## config.mk

```make
export PLATFORM = sky130hd
export DESIGN_NAME = keyed_counter_table_flat
export DESIGN_NICKNAME = d
export VERILOG_FILES = /design/src/hdl/kct_pkg.sv /design/src/hdl/kct_if.sv /design/src/hdl/kct_ram.sv /design/src/hdl/kct_dp.sv /design/src/hdl/kct_ctrl.sv /design/src/hdl/keyed_counter_table.sv /design/src/flat_wrapper.sv
export SDC_FILE = /design/constraint.sdc
export NUM_CORES = 2
export LEC_CHECK = 0
export BUFFER_PORTS_ARGS = -buffer_cell sky130_fd_sc_hd__buf_2
export CAP_MARGIN = 10
export CORE_MARGIN = 3
export CORE_UTILIZATION = 55
export CTS_BUF_LIST = sky130_fd_sc_hd__clkbuf_8
export CTS_CLUSTER_DIAMETER = 80
export DETAILED_ROUTE_END_ITERATION = 6
export HOLD_SLACK_MARGIN = 0.08
export PLACE_DENSITY = 0.73
export SYNTH_ARGS = -nofsm -noshare
export SYNTH_HDL_FRONTEND = slang
export SYNTH_SLANG_ARGS = --single-unit
export TNS_END_PERCENT = 10
```

## constraint.sdc

```tcl
create_clock -name clock -period 9.3 [get_ports clock]
set_input_delay 1.86 -clock clock [delete_from_list [all_inputs] [get_ports clock]]
set_output_delay 1.86 -clock clock [all_outputs]
set_load 0.02 [all_outputs]
```

## src/hdl/kct_pkg.sv

```systemverilog
`timescale 1ns / 1ps
// ----------------------------------------------------------------------------
// kct_pkg
// Shared types and constants of the keyed counter table.
// ----------------------------------------------------------------------------
package kct_pkg;

   localparam int REQ_TYPE_W = 2;
   localparam int KEY_W      = 32;
   localparam int COUNT_W    = 31;
   localparam int STATUS_W   = 3;
   localparam int ENTRY_W    = 2 * COUNT_W;   // stored key (31) + count (31)

   // request codes; code three is unnamed and behaves as a get
   typedef enum logic [REQ_TYPE_W-1:0] {
      REQ_ADD = 2'd0,
      REQ_GET = 2'd1,
      REQ_SET = 2'd2
   } req_code_type;

   typedef enum logic [STATUS_W-1:0] {
      ST_OK        = 3'd0,
      ST_NEG_KEY   = 3'd1,
      ST_NOT_FOUND = 3'd2,
      ST_FULL      = 3'd3,
      ST_NEG_COUNT = 3'd4
   } status_type;

   typedef enum logic [1:0] {
      RES_ZERO = 2'd0,
      RES_ONE  = 2'd1,
      RES_UPD  = 2'd2
   } res_src_type;

   // controller -> datapath
   typedef struct packed {
      logic        load;
      logic        rd_en;
      logic        addr_inc;
      logic        wr_hit;
      logic        wr_new;
      logic        res_load;
      res_src_type res_src;
      status_type  res_status;
   } cmd_type;

   // datapath -> controller
   typedef struct packed {
      logic neg_key;
      logic neg_count;
      logic is_add;
      logic is_set;
      logic empty;
      logic full;
      logic last;
      logic match;
   } dp_status_type;

endpackage

```

## src/hdl/kct_if.sv

```systemverilog
`timescale 1ns / 1ps
// ----------------------------------------------------------------------------
// kct_req_if / kct_rsp_if
// Valid/ready channels carrying requests into and results out of the table.
// ----------------------------------------------------------------------------
interface kct_req_if;
   logic                                   valid;
   logic                                   ready;
   logic        [kct_pkg::REQ_TYPE_W-1:0] req_type;
   logic signed [kct_pkg::KEY_W-1:0]      key;
   logic signed [kct_pkg::KEY_W-1:0]      new_count;

   modport source (output valid, req_type, key, new_count, input ready);
   modport sink   (input valid, req_type, key, new_count, output ready);
endinterface

interface kct_rsp_if;
   logic                              valid;
   logic                              ready;
   logic [kct_pkg::COUNT_W-1:0]      count_out;
   logic [kct_pkg::STATUS_W-1:0]     status;

   modport source (output valid, count_out, status, input ready);
   modport sink   (input valid, count_out, status, output ready);
endinterface

```

## src/hdl/kct_ram.sv

```systemverilog
`timescale 1ns / 1ps
// ----------------------------------------------------------------------------
// kct_ram
// Generic simple dual-port RAM, one write and one registered read port.
// ----------------------------------------------------------------------------
module kct_ram #(
   parameter int WIDTH = 62,
   parameter int DEPTH = 64
) (
   input  logic                     clock,
   input  logic                     wr_en,
   input  logic [$clog2(DEPTH)-1:0] wr_addr,
   input  logic [WIDTH-1:0]         wr_data,
   input  logic                     rd_en,
   input  logic [$clog2(DEPTH)-1:0] rd_addr,
   output logic [WIDTH-1:0]         rd_data
);

   logic [WIDTH-1:0] mem_ff [DEPTH];
   logic [WIDTH-1:0] rd_data_ff;

   always_ff @(posedge clock) begin
      if (wr_en) begin
         mem_ff[wr_addr] <= wr_data;
      end
      if (rd_en) begin
         rd_data_ff <= mem_ff[rd_addr];
      end
   end

   assign rd_data = rd_data_ff;

endmodule

```

## src/hdl/kct_dp.sv

```systemverilog
`timescale 1ns / 1ps
// ----------------------------------------------------------------------------
// kct_dp
// Datapath: request registers, slot memory, scan pointer, fill count, result.
// ----------------------------------------------------------------------------
module kct_dp #(
   parameter int ENTRIES = 64
) (
   input  logic                              clock,
   input  logic                              reset,
   input  kct_pkg::cmd_type                  cmd,
   output kct_pkg::dp_status_type            sts,
   input  logic [kct_pkg::REQ_TYPE_W-1:0]    req_type,
   input  logic signed [kct_pkg::KEY_W-1:0]  key,
   input  logic signed [kct_pkg::KEY_W-1:0]  new_count,
   output logic [kct_pkg::COUNT_W-1:0]       count_out,
   output logic [kct_pkg::STATUS_W-1:0]      status
);

   localparam int AW = $clog2(ENTRIES);
   localparam int FW = $clog2(ENTRIES + 1);
   localparam int CW = kct_pkg::COUNT_W;

   logic [kct_pkg::REQ_TYPE_W-1:0] req_type_ff;
   logic [kct_pkg::KEY_W-1:0]      key_ff;
   logic [kct_pkg::KEY_W-1:0]      new_count_ff;
   logic [AW-1:0]                  addr_ff, addr_in;
   logic [FW-1:0]                  fill_ff, fill_in;
   logic [CW-1:0]                  count_ff, count_in;
   kct_pkg::status_type            status_ff, status_in;

   logic                           wr_en;
   logic [AW-1:0]                  wr_addr;
   logic [kct_pkg::ENTRY_W-1:0]    wr_data;
   logic [kct_pkg::ENTRY_W-1:0]    rd_data;
   logic [CW-1:0]                  rd_key;
   logic [CW-1:0]                  rd_count;
   logic [CW-1:0]                  upd_count;

   assign rd_key   = rd_data[kct_pkg::ENTRY_W-1:CW];
   assign rd_count = rd_data[CW-1:0];

   // read address follows the pointer's next value: one slot per cycle
   always_comb begin
      addr_in = addr_ff;
      if (cmd.load) begin
         addr_in = '0;
      end else if (cmd.addr_inc) begin
         addr_in = addr_ff + AW'(1);
      end
   end

   always_comb begin
      fill_in = fill_ff;
      if (cmd.wr_new) begin
         fill_in = fill_ff + FW'(1);
      end
   end

   // updated count on a hit: saturating increment, set value, or unchanged
   always_comb begin
      if (req_type_ff == kct_pkg::REQ_ADD) begin
         upd_count = (rd_count == {CW{1'b1}}) ? rd_count : rd_count + CW'(1);
      end else if (req_type_ff == kct_pkg::REQ_SET) begin
         upd_count = new_count_ff[CW-1:0];
      end else begin
         upd_count = rd_count;
      end
   end

   always_comb begin
      wr_en   = cmd.wr_hit | cmd.wr_new;
      wr_addr = cmd.wr_new ? fill_ff[AW-1:0] : addr_ff;
      wr_data = cmd.wr_new ? {key_ff[CW-1:0], CW'(1)} : {key_ff[CW-1:0], upd_count};
   end

   always_comb begin
      count_in  = count_ff;
      status_in = status_ff;
      if (cmd.res_load) begin
         status_in = cmd.res_status;
         case (cmd.res_src)
            kct_pkg::RES_ONE: count_in = CW'(1);
            kct_pkg::RES_UPD: count_in = upd_count;
            default:          count_in = '0;
         endcase
      end
   end

   always_ff @(posedge clock) begin
      if (reset) begin
         fill_ff <= '0;
      end else begin
         fill_ff <= fill_in;
      end
      if (cmd.load) begin
         req_type_ff  <= req_type;
         key_ff       <= key;
         new_count_ff <= new_count;
      end
      addr_ff   <= addr_in;
      count_ff  <= count_in;
      status_ff <= status_in;
   end

   kct_ram #(
      .WIDTH (kct_pkg::ENTRY_W),
      .DEPTH (ENTRIES)
   ) u_slots (
      .clock   (clock),
      .wr_en   (wr_en),
      .wr_addr (wr_addr),
      .wr_data (wr_data),
      .rd_en   (cmd.rd_en),
      .rd_addr (addr_in),
      .rd_data (rd_data)
   );

   always_comb begin
      sts.neg_key   = key_ff[kct_pkg::KEY_W-1];
      sts.neg_count = new_count_ff[kct_pkg::KEY_W-1];
      sts.is_add    = (req_type_ff == kct_pkg::REQ_ADD);
      sts.is_set    = (req_type_ff == kct_pkg::REQ_SET);
      sts.empty     = (fill_ff == '0);
      sts.full      = (fill_ff == FW'(ENTRIES));
      sts.last      = ((FW'(addr_ff) + FW'(1)) == fill_ff);
      sts.match     = (rd_key == key_ff[CW-1:0]);
   end

   assign count_out = count_ff;
   assign status    = status_ff;

endmodule

```

## src/hdl/kct_ctrl.sv

```systemverilog
`timescale 1ns / 1ps
// ----------------------------------------------------------------------------
// kct_ctrl
// Sequencer: takes a request, steps the slot scan, loads and hands out result.
// ----------------------------------------------------------------------------
module kct_ctrl (
   input  logic                   clock,
   input  logic                   reset,
   input  logic                   req_valid,
   output logic                   req_ready,
   output logic                   rsp_valid,
   input  logic                   rsp_ready,
   input  kct_pkg::dp_status_type sts,
   output kct_pkg::cmd_type       cmd
);

   typedef enum logic [1:0] {
      S_IDLE,
      S_CHECK,
      S_SCAN,
      S_DONE
   } state_type;

   state_type state_ff, state_in;
   logic      miss;

   always_comb begin
      state_in = state_ff;
      cmd      = '0;
      miss     = 1'b0;
      unique case (state_ff)
         S_IDLE: begin
            if (req_valid) begin
               cmd.load = 1'b1;
               state_in = S_CHECK;
            end
         end
         S_CHECK: begin
            if (sts.neg_key) begin
               cmd.res_load   = 1'b1;
               cmd.res_status = kct_pkg::ST_NEG_KEY;
               state_in       = S_DONE;
            end else if (sts.is_set && sts.neg_count) begin
               cmd.res_load   = 1'b1;
               cmd.res_status = kct_pkg::ST_NEG_COUNT;
               state_in       = S_DONE;
            end else if (sts.empty) begin
               miss     = 1'b1;
               state_in = S_DONE;
            end else begin
               cmd.rd_en = 1'b1;
               state_in  = S_SCAN;
            end
         end
         S_SCAN: begin
            if (sts.match) begin
               cmd.wr_hit     = sts.is_add | sts.is_set;
               cmd.res_load   = 1'b1;
               cmd.res_src    = kct_pkg::RES_UPD;
               cmd.res_status = kct_pkg::ST_OK;
               state_in       = S_DONE;
            end else if (sts.last) begin
               miss     = 1'b1;
               state_in = S_DONE;
            end else begin
               cmd.rd_en    = 1'b1;
               cmd.addr_inc = 1'b1;
            end
         end
         S_DONE: begin
            if (rsp_ready) begin
               state_in = S_IDLE;
            end
         end
         default: state_in = S_IDLE;
      endcase

      // key not in the table: insert on add if room, else report
      if (miss) begin
         cmd.res_load = 1'b1;
         if (sts.is_add && !sts.full) begin
            cmd.wr_new     = 1'b1;
            cmd.res_src    = kct_pkg::RES_ONE;
            cmd.res_status = kct_pkg::ST_OK;
         end else if (sts.is_add) begin
            cmd.res_status = kct_pkg::ST_FULL;
         end else begin
            cmd.res_status = kct_pkg::ST_NOT_FOUND;
         end
      end
   end

   always_ff @(posedge clock) begin
      if (reset) begin
         state_ff <= S_IDLE;
      end else begin
         state_ff <= state_in;
      end
   end

   assign req_ready = (state_ff == S_IDLE);
   assign rsp_valid = (state_ff == S_DONE);

endmodule

```

## src/hdl/keyed_counter_table.sv

```systemverilog
`timescale 1ns / 1ps
// Keyed counter table: ENTRIES key/count slots, filled from slot 0 upward and
// never freed. Each request is add (increment, or insert with count 1),
// get, or set (overwrite an existing key only). Negative keys and negative
// set counts are rejected; counts saturate at 2^31-1. One request is in
// flight at a time: it is taken, then checked in the next cycle, then the
// slot memory is scanned one slot per cycle through its single registered
// read port, stopping at the first match or after the last filled slot;
// rejected requests and an empty table skip the scan. The result is held
// until rsp_if.ready. Reset empties the table at once: the fill count marks
// which slots are live.
// ----------------------------------------------------------------------------
// keyed_counter_table
// Top level: sequencer plus datapath with the slot memory.
// ----------------------------------------------------------------------------
module keyed_counter_table #(
   parameter int ENTRIES = 64   // 2 .. 1024
) (
   input  logic     clock,
   input  logic     reset,
   kct_req_if.sink  req_if,
   kct_rsp_if.source rsp_if
);

   kct_pkg::cmd_type       cmd;   // sequencer commands
   kct_pkg::dp_status_type sts;   // datapath flags: checks, match, scan end

   kct_ctrl u_ctrl (
      .clock     (clock),
      .reset     (reset),
      .req_valid (req_if.valid),
      .req_ready (req_if.ready),
      .rsp_valid (rsp_if.valid),
      .rsp_ready (rsp_if.ready),
      .sts       (sts),
      .cmd       (cmd)
   );

   // request fields are latched on acceptance; result held until taken
   kct_dp #(
      .ENTRIES (ENTRIES)
   ) u_dp (
      .clock     (clock),
      .reset     (reset),
      .cmd       (cmd),
      .sts       (sts),
      .req_type  (req_if.req_type),
      .key       (req_if.key),
      .new_count (req_if.new_count),
      .count_out (rsp_if.count_out),
      .status    (rsp_if.status)
   );

endmodule

```

## src/flat_wrapper.sv

```systemverilog
// flat-port wrapper written by rule: the top's interface ports become plain ports
module keyed_counter_table_flat 
#(
   parameter int ENTRIES = 64               
)
  (clock, reset, req_if_valid, req_if_req_type, req_if_key, req_if_new_count, req_if_ready, rsp_if_valid, rsp_if_count_out, rsp_if_status, rsp_if_ready);
  kct_req_if req_if_i ();
  kct_rsp_if rsp_if_i ();
  input  logic clock;
  input  logic reset;
  input wire logic [$bits(req_if_i.valid)-1:0] req_if_valid;
  input wire logic [$bits(req_if_i.req_type)-1:0] req_if_req_type;
  input wire logic [$bits(req_if_i.key)-1:0] req_if_key;
  input wire logic [$bits(req_if_i.new_count)-1:0] req_if_new_count;
  output wire logic [$bits(req_if_i.ready)-1:0] req_if_ready;
  output wire logic [$bits(rsp_if_i.valid)-1:0] rsp_if_valid;
  output wire logic [$bits(rsp_if_i.count_out)-1:0] rsp_if_count_out;
  output wire logic [$bits(rsp_if_i.status)-1:0] rsp_if_status;
  input wire logic [$bits(rsp_if_i.ready)-1:0] rsp_if_ready;
  assign req_if_i.valid = req_if_valid;
  assign req_if_i.req_type = req_if_req_type;
  assign req_if_i.key = req_if_key;
  assign req_if_i.new_count = req_if_new_count;
  assign req_if_ready = req_if_i.ready;
  assign rsp_if_valid = rsp_if_i.valid;
  assign rsp_if_count_out = rsp_if_i.count_out;
  assign rsp_if_status = rsp_if_i.status;
  assign rsp_if_i.ready = rsp_if_ready;
  keyed_counter_table #(.ENTRIES(ENTRIES)) u_core (.clock(clock), .reset(reset), .req_if(req_if_i), .rsp_if(rsp_if_i));
endmodule
```

Word-level counts from Yosys, hierarchy flattened
Memories as Yosys holds them, arrays and structs flattened. A register that Yosys moved wholly into a read port is not among the register bits.
Index checks and enable logic that the tools add are counted.
- add/subtract/negate cells: 4
- equal/unequal tests: 13
- mux-type cells: 47
- bitwise logic cells: 2
- reduce and logical (&&, ||, !) cells: 7
- operators with widths (operator ; count):
    31-bit two-way mux ; 4
    31-bit one-hot mux with 2 select lines ; 1
    31-bit by 1-bit adder with 31-bit output, second input constant ; 1
    31-bit == test ; 1
    31-bit == test, second input constant ; 1
    2-bit two-way mux ; 12
    6-bit two-way mux ; 4
    1-bit two-way mux ; 18
    2-bit == test, second input constant ; 4
    2-bit one-hot mux with 4 select lines ; 1
    6-bit by 1-bit adder with 7-bit output, second input constant ; 1
    7-bit by 1-bit adder with 7-bit output, second input constant ; 1
    7-bit == test ; 1
    7-bit == test, second input constant ; 1
    7-bit logical NOT ; 1
    7-bit two-way mux ; 1
    6-bit by 1-bit adder with 6-bit output, second input constant ; 1
    3-bit two-way mux ; 2
    1-bit one-hot mux with 2 select lines ; 3
    3-bit one-hot mux with 2 select lines ; 1
    2-bit by 1-bit == test with 1-bit output, second input constant ; 2
    2-bit logical NOT ; 2
    3-bit by 1-bit != test with 1-bit output, second input constant ; 1
    3-bit AND reduction ; 1
    5 further kinds ; 7
- flip-flop bits (word level): 115
- RAM bits: 3968
- bits of input ports: 70
- output and inout port bits: 36
- logic and storage cells: 82
- memories: 1
- memories (memory ; depth ; bits a word ; rd ports ; clocked after memory_dff ; write ports ; RTL line ; RTL):
    u_core.u_dp.u_slots.mem_ff ; 64 ; 62 ; 1 ; 1 ; 1 ; kct_ram.sv:19 ; logic [WIDTH-1:0] mem_ff [DEPTH];

Depth between registers and ports, before layout
- depth after elaboration: 9
- mapped depth: 19
- gate-level depth less buffers: 13

Cells and area by module
From an unflattened synthesis, not the netlist that was laid out.
- cell total of the unflattened synthesis: 7257
- area total of the unflattened synthesis: 158831.1 sq um
- modules (own cells, without submodules) (module ; instances ; cells each ; area an instance (sq um) ; sequential area each (sq um)):
    kct_ram ; 1 ; 6650 ; 152387.4 ; 121016.1
    kct_dp ; 1 ; 561 ; 6085.8 ; 3263.1
    kct_ctrl ; 1 ; 46 ; 357.8 ; 40.0

Worst setup path after synthesis
No wires, ideal clock.
- path kind: flip-flop to flip-flop
- from: reg u_core.u_dp.key_ff[11] (netlist bit)
- to: mem u_core.u_dp.u_slots.mem_ff[24][0] (enable)
- library setup time: 0.558 ns
- data arrival time: 8.121 ns
- data required time: 8.742 ns
- setup slack: 0.621 ns
- cell stages (with the launch flop): 15
- path buffers: 3
- clock period less this slack: 8.679 ns
- cell sequence: edfxtp_1 xor2_1 nor4_1 nand4_1 nor4_2 buf_2 nand3b_1 a21boi_1 and3_1 buf_2 inv_2 mux2_2 or3_1 clkbuf_1 nor3_1
- longest elaborated chain between the ends: 7
- elaborated cells between the ends (all ways): 10
- classes of those cells: eq/ne (1); mux (8); bitwise (1)
- RTL lines (what ; RTL line ; RTL):
    start, declared ; kct_dp.sv:25 ; logic [kct_pkg::KEY_W-1:0] key_ff;
    start signal, assigned ; kct_dp.sv:98 ; key_ff <= key;
    31-bit == test * ; kct_dp.sv:127 ; sts.match = (rd_key == key_ff[CW-1:0]);
    1-bit two-way mux ; kct_ctrl.sv:56 ; if (sts.match) begin
    1-bit one-hot mux with 2 select lines ; kct_ctrl.sv:31 ; unique case (state_ff)
    7-bit two-way mux ; kct_ctrl.sv:79 ; if (miss) begin
    1-bit bitwise OR ; kct_dp.sv:72 ; wr_en = cmd.wr_hit | cmd.wr_new;
    1-bit two-way mux ; kct_ram.sv:23 ; if (wr_en) begin
    1-bit two-way mux (not written as such) ; kct_ram.sv:24 ; mem_ff[wr_addr] <= wr_data;
    end, declared ; kct_ram.sv:19 ;
Every way passes the cells marked *; elsewhere a longest branch is shown, timed or not.

Final worst setup path
- from: reg u_core.u_dp.key_ff[28] (netlist bit)
- to: mem u_core.u_dp.u_slots.mem_ff[60][25] (enable)
The elaborated chain is that of the path after synthesis.

==> metrics.log <==
INFO  metric status = finished clean
INFO  metric synthDominantCellAreaShare = 75.8%
INFO  metric synth-edff-count = 4,130
INFO  metric via_count = about 110k
INFO  metric timing.critical_path.buf_inv = 4
INFO  metric report.final.hold_viol_count = 0
INFO  metric cpMaxStageDelayCell = sky130_fd_sc_hd__nor2_4
INFO  metric fin_crit = a little over 7 ns
INFO  metric fp.dieH = 551 um
INFO  metric synthesis.area_per_instance = 14.1 sq um
INFO  metric route.detailed.drc = 0
INFO  metric crit_path_frequent_cell = sky130_fd_sc_hd__buf_4
INFO  metric worst_skew_pair_later_pin_latency = 1.12 ns
INFO  metric clockPowerShare = 28.8%
INFO  metric floorplan.io_pins = 106
INFO  metric ys_top_cells_by_area = sky130_fd_sc_hd__edfxtp_1 76%, sky130_fd_sc_hd__nand2_1 6.5%, sky130_fd_sc_hd__nand3_1 3.6%
INFO  metric placed_cells = about 15,000
INFO  metric clockBufferDepth = 4
INFO  metric layout.cells.most_common = sky130_fd_sc_hd__edfxtp_1
INFO  metric n_fill_cell = 21,100
INFO  metric grt.total_usage = 34.4%
INFO  metric placedInstanceArea = 0.170 sq mm
INFO  metric holdCritPathClass = register to register
INFO  metric cts.root.buffer_cell = sky130_fd_sc_hd__clkbuf_8
INFO  metric port_buffers = 105
INFO  metric setup_viol_count_final = 0
INFO  metric p_comb_share = 25.5%
INFO  metric grt_start_max_net_pins = roughly 210
INFO  metric unique_masters_post_synth = 77
INFO  metric tightestPinTransition = 1.45 ns
INFO  metric p_sw_share = 33.5%
INFO  metric worst_r2r_path_depth = 14
INFO  metric critPathArrivalTime = 7.73 ns
INFO  metric grt_first_pass_wirelength = 749,000 um
INFO  metric layout-drive-gt1-share = 11.7%
INFO  metric setup_slack_at_placement = 2.57 ns
INFO  metric p_per_area = 268 mW/mm^2
INFO  metric hold_ws = 0.552 ns
INFO  metric wirelength = 535,000 um
INFO  metric worst_setup_path_end_kind = register
INFO  metric seq_power_share = 45.6%
INFO  metric vdd_ir_drop_max = 334 uV
INFO  metric regToRegStartpoint = u_core.u_dp.key_ff[28]
INFO  metric clock-sinks = between 4,000 and 5,000
INFO  metric syn_area = 0.164 sq mm
INFO  metric required = about 10 ns
INFO  metric leakage = 61.0 nW
INFO  metric synthCells = 11,600
INFO  metric die_w = 551 um
INFO  metric library_cell_with_the_largest_summed_area_after_synthesis = sky130_fd_sc_hd__edfxtp_1
INFO  metric place.detailed.hpwl = 275,000 um
INFO  metric cts.clk_slew.worst_paths = around 0.060 ns
INFO  metric cts_tree = built
INFO  metric crit_path_cells = buf_4 > xor2_1 > nor4_1 > nand4_1 > nor4_4 > buf_4 > nand3b_1 > a21boi_1 > and3_4 > inv_2 > mux2i_1 > nand3_1 > nor2_4 > buf_4
INFO  metric cts_buffers = 640
INFO  metric core = 0.295 sq mm
INFO  metric viasPerCell = between 6 and 7
INFO  metric dominant_delay_contributor_by_cell_family_on_the_critical_path = simple AND/OR/NAND/NOR gates
INFO  metric cts_hold_repair.buffers = 0
INFO  metric final_cycle_share = about three quarters
INFO  metric cts_htree_levels = 6
INFO  metric timing.critical_path.fanout_max = 65
INFO  metric post-route-cell-area = 0.182 sq mm
INFO  metric setup.worst_path.class = register to register
INFO  metric area_growth_syn_to_layout = 11.1%
INFO  metric overflow = 0
INFO  metric multiInputGateArea = 0.0363 sq mm
INFO  metric maximum_clock_frequency = 142 MHz
INFO  metric grt_pass1_vias = 104,000
INFO  metric post_cts_repair_resize_count = 0
INFO  metric die_area = 0.304 sq mm
INFO  metric rows = 199
INFO  metric final_cells = about 16,000
INFO  metric final.setup.worst_slack = 2.25 ns
INFO  metric p_int = between 0.03 and 0.04 W
INFO  metric most-common-layout-cells = 4,130 x sky130_fd_sc_hd__edfxtp_1, 2,810 x sky130_fd_sc_hd__nand2_1, 1,169 x sky130_fd_sc_hd__nand3_1
INFO  metric slew_viol_final = 0
INFO  metric final.setup_skew = 0.0846 ns
INFO  metric synth-main-ff-cell = sky130_fd_sc_hd__edfxtp_1
INFO  metric initial_core_util = between 50% and 60%
INFO  metric whs_endpoint = u_core.u_ctrl.state_ff[0]
INFO  metric detail_route.wl_per_cell = 33.0 um
INFO  metric final_antenna_net_count = 0
INFO  metric seq_area_frac_synth = 76.0%
INFO  metric grt_antenna_before_repair = 15
INFO  metric hold_depth = 2
INFO  metric syn_nets = approximately 12,000
INFO  metric setup_repair_after_global_routing_missed_its_margin = no
INFO  metric reg2reg_setup_slack = 2.25 ns
INFO  metric postCtsSetupBuffers = 0
INFO  metric ys_seq_elements = 4,145
INFO  metric nets_final = 11,900
INFO  metric seq_area = 0.124 sq mm
INFO  metric worstSetupStartpointType = register
INFO  metric timing.critical_path.slowest_cell_delay = 1.09 ns
INFO  metric synthArstFlopShare = 0%
INFO  metric tns = 0 ns
INFO  metric first_pass_iters = 7
INFO  metric max-slew-margin-rel = 2.86%
INFO  metric detailedRoute.firstIterationViolations = 20,600
INFO  metric synth-warning-count = 0
INFO  metric power_switching = 0.0163 W
INFO  metric maxCapViolations = 0
INFO  metric timing.hold.worst.start = u_core.u_ctrl.state_ff[0]
INFO  metric place.gp.congestion = 0.890
INFO  metric r2r_end = u_core.u_dp.u_slots.mem_ff[60][25]
## power groups by stage
| stage | clock (W) | combinational (W) | sequential (W) |
|---|---|---|---|
| 5_1_grt | 0.0149 | 0.0133 | 0.0223 |
| 3_5_place_dp | 0 | 0.0121 | 0.0227 |
| 4_1_cts | 0.0141 | 0.0121 | 0.0223 |
| 2_1_floorplan | 0 | 0.00818 | 0.0229 |
| 3_3_place_gp | 0 | 0.0117 | 0.0227 |
| 6_report | 0.0141 | 0.0125 | 0.0223 |
## cells in the mapped netlist (20+ instances only)
library cell               count
sky130_fd_sc_hd__edfxtp_1   4130
sky130_fd_sc_hd__nand2_1    2816
sky130_fd_sc_hd__nand3_1    1169
sky130_fd_sc_hd__clkbuf_1    489
sky130_fd_sc_hd__and3_1      395
sky130_fd_sc_hd__a211oi_1    389
sky130_fd_sc_hd__a311oi_1    386
sky130_fd_sc_hd__a31oi_1     344
sky130_fd_sc_hd__buf_2       242
sky130_fd_sc_hd__nor2_1      191
sky130_fd_sc_hd__a21oi_1     134
sky130_fd_sc_hd__mux2i_1      85
sky130_fd_sc_hd__a22oi_1      80
sky130_fd_sc_hd__buf_1        60
sky130_fd_sc_hd__mux4_2       58
sky130_fd_sc_hd__a211o_1      54
sky130_fd_sc_hd__a221oi_1     50
sky130_fd_sc_hd__nor4_1       38
sky130_fd_sc_hd__nor3_1       35
sky130_fd_sc_hd__nand4_1      33
sky130_fd_sc_hd__buf_4        28
sky130_fd_sc_hd__o21ai_0      25
sky130_fd_sc_hd__xor2_1       23
sky130_fd_sc_hd__or3_1        22
sky130_fd_sc_hd__a32oi_1      21
sky130_fd_sc_hd__buf_6        20
sky130_fd_sc_hd__inv_1        20
## worst max-delay path by stage
stage | endpoint | start | depth (start not counted)
after floorplan | u_core.u_dp.u_slots.mem_ff[24][0] | u_core.u_dp.key_ff[11] | 14
after global placement | u_core.u_dp.u_slots.rd_data[28] | req_if_valid | 13
after detailed placement | u_core.u_dp.u_slots.rd_data[28] | req_if_valid | 13
after CTS | u_core.u_dp.u_slots.mem_ff[60][28] | u_core.u_dp.key_ff[28] | 14
after global routing | u_core.u_dp.u_slots.mem_ff[60][27] | u_core.u_dp.key_ff[28] | 14
final | u_core.u_dp.u_slots.mem_ff[60][25] | u_core.u_dp.key_ff[28] | 14
## area by class of cell
type                            instances  share of cell area, %
Clock buffer                          644                   4.88
Sequential cell                      4145                   68.4
Tap cell                             3919                   2.70
Timing Repair Buffer                  464                   2.52
Antenna cell                            9                 0.0124
Clock inverter                        478                   1.46
Multi-Input combinational cell       6551                   20.0
Inverter                               27                 0.0682
## cells by family (layout without fill, tap and decap cells)
kind of cell               count (synthesis)  count (layout)  synth area share, %
adders and majority gates                 10              10               0.0765
other                                      0               9                    0
AOI/OAI and AO/OA                       1589            1589                 7.24
muxes                                    148             148                 1.36
xor gates and xnor gates                  42              42                0.225
and+or+nand+nor                         4762            4762                 12.7
buffers and inverters                    867            1613                 2.34
DFF                                     4145            4145                 76.0
## worst min-delay path, cell delays in order (launching register included)
cell	delay, ns
sky130_fd_sc_hd__dfxtp_1	0.34
sky130_fd_sc_hd__nor2_1	0.12
sky130_fd_sc_hd__nor3_1	0.05
## per-stage QoR
| stage | total power [W] | utilization (%) |
|---|---|---|
| 2_1_floorplan | 0.0311 | - |
| 3_3_place_gp | 0.0344 | 57.6 |
| 3_5_place_dp | 0.0348 | 57.7 |
| 4_1_cts | 0.0485 | 61.6 |
| 5_1_grt | 0.0505 | 61.6 |
| 6_report | 0.0488 | 61.6 |
## layer usage
| layer | GRT usage [%] | wire length (um) |
|---|---|---|
| met1 | 45.4 | 177000 |
| met2 | 50.4 | 234000 |
| met4 | 20.4 | 37400 |
| met3 | 10.8 | 87000 |
| met5 | 0 | 165 |
## sequential cells by signal, summed over array words and instances, names as in the netlist
name	flops
u_core.u_dp.u_slots.mem_ff	3968
u_core.u_dp.u_slots.rd_data	62
u_core.u_dp.key_ff	32
u_core.u_dp.new_count_ff	32
u_core.u_dp.count_out	31
u_core.u_dp.fill_ff	7
u_core.u_dp.addr_ff	6
u_core.u_dp.status	3
u_core.u_ctrl.state_ff	2
u_core.u_dp.req_type_ff	2
Power figures use the tool's default switching activity.
